`config.mk`:
```
export PLATFORM = sky130hd
export DESIGN_NAME = xdiv_cell
export DESIGN_NICKNAME = d
export VERILOG_FILES = /design/src/sv/xdiv_pkg.sv /design/src/sv/xdiv_cell.sv
export SDC_FILE = /design/constraint.sdc
export NUM_CORES = 1
export LEC_CHECK = 0
export BUFFER_PORTS_ARGS = -buffer_cell sky130_fd_sc_hd__buf_2
export CORE_MARGIN = 2
export CORE_UTILIZATION = 48
export CTS_CLUSTER_SIZE = 20
export DETAILED_ROUTE_END_ITERATION = 8
export PLACE_DENSITY = 0.95
export RECOVER_POWER = 100
export SKIP_CTS_REPAIR_TIMING = 1
export SYNTH_ARGS = -nofsm -noshare
export SYNTH_HDL_FRONTEND = slang
export SYNTH_SLANG_ARGS = --single-unit
```
`constraint.sdc`:
```
create_clock -name clk -period 8.5 [get_ports clk]
set_clock_uncertainty 0.1 [all_clocks]
set_input_delay 1.7 -clock clk [delete_from_list [all_inputs] [get_ports clk]]
set_output_delay 1.7 -clock clk [all_outputs]
set_load 0.01 [all_outputs]
```
`src/sv/xdiv_pkg.sv`:
```
// xdiv_pkg: shared types and constants for the x86 divide unit.
// No dependencies.
`timescale 1ns / 1ps
package xdiv_pkg;
  localparam int unsigned NCELL = 32;

  typedef enum logic [1:0] {
    SZ_BYTE = 2'd0,
    SZ_WORD = 2'd1,
    SZ_DWORD = 2'd2,
    SZ_DWORD_ALT = 2'd3
  } size_t;

  typedef struct packed {
    logic        vld;
    logic        err;
    logic        qneg;
    logic        rneg;
    logic [1:0]  sz;
    logic        sgn;
    logic [32:0] rem;
    logic [31:0] dvd;
    logic [31:0] dvs;
    logic [31:0] quo;
  } cell_t;
endpackage

```
`src/sv/xdiv_cell.sv`:
```
// xdiv_cell: one restoring-division stage, produces one quotient bit per item.
// Depends on xdiv_pkg.
`timescale 1ns / 1ps
module xdiv_cell (
  input  logic           clk,
  input  logic           rst_n,
  input  xdiv_pkg::cell_t d_in,
  output xdiv_pkg::cell_t d_out
);
  import xdiv_pkg::*;

  cell_t       d_out_r;
  cell_t       d_out_nxt;
  logic [33:0] shf;
  logic [33:0] dif;

  always_comb begin
    d_out_nxt = d_in;
    shf = {d_in.rem, d_in.dvd[31]};
    dif = shf - {2'b00, d_in.dvs};
    d_out_nxt.dvd = {d_in.dvd[30:0], 1'b0};
    if (!dif[33]) begin
      d_out_nxt.rem = dif[32:0];
      d_out_nxt.quo = {d_in.quo[30:0], 1'b1};
    end else begin
      d_out_nxt.rem = shf[32:0];
      d_out_nxt.quo = {d_in.quo[30:0], 1'b0};
    end
  end

  always_ff @(posedge clk) begin
    if (!rst_n) begin
      d_out_r.vld <= 1'b0;
    end else begin
      d_out_r.vld <= d_out_nxt.vld;
    end
    d_out_r.err  <= d_out_nxt.err;
    d_out_r.qneg <= d_out_nxt.qneg;
    d_out_r.rneg <= d_out_nxt.rneg;
    d_out_r.sz   <= d_out_nxt.sz;
    d_out_r.sgn  <= d_out_nxt.sgn;
    d_out_r.rem  <= d_out_nxt.rem;
    d_out_r.dvd  <= d_out_nxt.dvd;
    d_out_r.dvs  <= d_out_nxt.dvs;
    d_out_r.quo  <= d_out_nxt.quo;
  end

  assign d_out = d_out_r;
endmodule

```
# Word level (Yosys, flattened, before mapping)
# Cells that the tools add are included.
# op_classes
n_mux	2
add_sub_neg	1
# op_table
operator	n
subtractor 34 x 32 -> 34 bit	1
two-way mux 33 bit	1
two-way mux 1 bit	1
# word_totals
ff_bits	135
output_inout_bits	136
wordCells	13
input_bits	138

# Depth between registers and ports, before layout
# logic_depth
depth_word	2
ltp_mapped	14
ltp_nobuf	12

# Worst setup path after synthesis
# No wires, ideal clock.
# synth_timing
path_type	input-to-reg
start	input d_in[35] (netlist name)
end	register d_out_r (netlist bit d_out[101])
t_arrival_ns	3.948
path_stages	13
path_slack_ns	4.331
required_time_ns	8.279
n_path_buf	2
setup_time_ns	0.121
path_cell_list	inv_1 ha_1 a21o_1 a21oi_1 a21oi_2 o2111ai_2 nand4_2 nand2_2 a2bb2oi_2 and2_4 buf_12 buf_8 mux2_4
# synth_rtl
element	line_no	source
start, declared	xdiv_cell.sv:7	input xdiv_pkg::cell_t d_in,
end, declared	xdiv_cell.sv:12	cell_t d_out_r;

==> flow_summary.toml <==
[outcome]
outcome = "finished with violations"
violations = "capacitance limit, slew limit"

[power]
vdd_ir_drop_max_uv = 161
clkPwrFrac_pct = 40.1
p_comb_share_pct = 17.7
p_leak_nw = 3.16
swShare_pct = 28.0
p_switching_mw = 0.469
intPower_mw = 1.21
power_frac_seq_pct = 42.2
powerDensity_nw_per_um2 = 247

[synth]
synthesis.nets = 612
post-synth-top-count-cell = "dfxtp_1"
yosysWarnings = 0
yosysUniqueCellTypes = 65
synth_area_per_cell_um2 = 11.6
synth_edf_count = 0
netlist_area_um2 = 5110
syn_inst = 441
synth_common_cells = "135 x dfxtp_1, 39 x inv_1, 32 x ha_1"
ys_seq_area_share_pct = 52.9
synth_ff_type = "dfxtp_1"
synthTopCellsByArea = "dfxtp_1 53%, ha_1 7.8%, mux2_4 7.0%, xnor2_1 3.3%, inv_1 2.9%"
ys_ff_latch = 135
synth_top_area_cell = "dfxtp_1"
synth_top_area_share_pct = 52.9
async_flop_share_pct = 0

[flow_run]
drv_cap = 1

[floorplanning]
fp.dieW_um = 107
fp-row-count = 37
dieArea_um2 = 11500
start_util_pct = 49.5
fp.dieH_um = 107
core_um2 = 10300
io_pins = 274

[route]
vias = 4407
drt-total-wl_um = 15300
drtIter0Drc = 270
postRouteAntennaNets = 0
drc_errors = 0
vias_per_cell = 5.04
wl_per_cell_um = 17.5
drtPass1Iterations = 4

[final_layout]
fillers = 856
layout-drive-gt1-share_pct = 23.8
syn_to_final_growth_pct = 33.0
multi_input_area_um2 = 2070
largest_reg_flops = 135
final_cell_area_um2 = 6800
fin_cells = 874
nets = 894
seqCellArea_um2 = 2700

[clock_tree]
cts_tree = "done"
cts.clk_slew.worst_paths_ps = 60
clock_path_buffers = 2
cts_root_buf = "clkbuf_8"
cts_buffers = 17
htreeDepth = 4
cts.sinks = 135

[timing]
setup_viol = 0
final_hold_viol_count = 0
rsz0062_at_grt = "false"
fin_crit_sh_pct = 67.5
period_needed_ps = 5740
setup_tns_ps = 0
max_freq_mhz = 174
maxSlewHeadroom_pct = -68.9
tightest_slew_ps = 2530
slew_violations = 34
timing.final.ws_setup_ps = 2760

[placement]
dp.cells = 840
gp_congestion = 0.841
dp_hpwl_um = 11700
place_ws_ps = 3640
io_buffer_count = 271
placed_area_um2 = 6540

[critical_path]
startpoint = "d_in[33]"
crit_arrival_ps = 6030
path_class = "input pin to register"
crit_fanout = 33
cp-end-kind = "register"
cp-start-kind = "input pin"
required_ps = 8800

[global_route]
grt_usage_pct = 26.3
grt_pass1_wl_um = 22700
grt_pass1_vias = 4416
grt_overflow = 0
antenna_found_initial = 1
grt_max_degree = 34

[hold_path]
hold_start = "d_in[19]"
min_path_type = "input pin to register"
==> power groups by stage <==
stage | registers (mW) | clock network, mW | logic, mW
floorplan | 0.750 | 0 | 0.179
finish | 0.708 | 0.673 | 0.298
global route | 0.712 | 0.711 | 0.324
CTS | 0.706 | 0.685 | 0.334
global placement | 0.716 | 0 | 0.322
detailed placement | 0.718 | 0 | 0.331
==> critical path: stages <==
cell,delay (ps)
clkbuf_1,160
inv_1,70
ha_1,270
nor2b_1,180
o2111ai_1,190
a21oi_2,290
o2111ai_2,220
nand4_2,170
nand2_2,110
o31ai_4,290
and2_0,1890
mux2_2,470
==> through the flow <==
step,power [mW],hold WS (ps),util (%)
floorplan,0.929,1630,-
global placement,1.04,1700,63.3
detailed placement,1.05,1700,63.3
CTS,1.73,1150,68.6
global route,1.75,1150,65.9
finish,1.68,1180,65.9
==> final timing paths <==
check | to | depth (start not counted) | slack (ps)
min | d_out[20]$_DFF_P_ | 1 | 1180
max | d_out[100]$_DFF_P_ | 12 | 2760
==> area by class of cell <==
class	instances	area share, %
clock inverters	13	1.82
diodes	2	0.0736
repair buffers	271	17.1
inverters	39	2.15
well taps	136	2.50
flip-flops and latches	135	39.7
multi-input cells	259	30.4
clock buffers	19	6.20
==> cells in the final DEF (no fill, tap or decap), types with 3 or more instances in the layout <==
cell	instances
ha_1	32
clkinvlp_4	3
o21a_1	7
and3_2	3
buf_2	118
inv_6	3
o21ai_1	3
o21ai_0	8
a21o_1	15
nor3_1	5
nand2_1	13
a31oi_1	6
a211oi_1	3
clkbuf_16	16
dfxtp_1	135
nand3_1	6
mux2_2	5
xor2_1	7
nand2b_1	4
inv_1	39
clkinv_4	4
mux2_1	22
mux2i_1	4
nor2_1	19
a21oi_1	26
xnor2_1	19
clkbuf_1	155
==> metal layers <==
| layer | track usage (%) | vias up | wire length (um) |
|---|---|---|---|
| met5 | 0 | - | 0 |
| met4 | 12.4 | 0 | 526 |
| met3 | 10.0 | 38 | 1350 |
| met2 | 46.2 | 217 | 7800 |
| met1 | 27.5 | 2058 | 5620 |
| li1 | - | 2094 | - |
==> cell families after synthesis <==
group | Yosys count | share of synthesized area [%]
flip-flops | 135 | 52.9
AO/OA/AOI/OAI | 96 | 13.7
AND/OR/NAND/NOR | 72 | 7.41
buffers and inverters | 47 | 4.84
adder cells (fa/ha/maj) | 33 | 8.22
multiplexers | 31 | 8.49
XOR/XNOR | 26 | 4.45
other | 1 | 0.0733
Note: power is estimated with default switching activity, not from simulation.
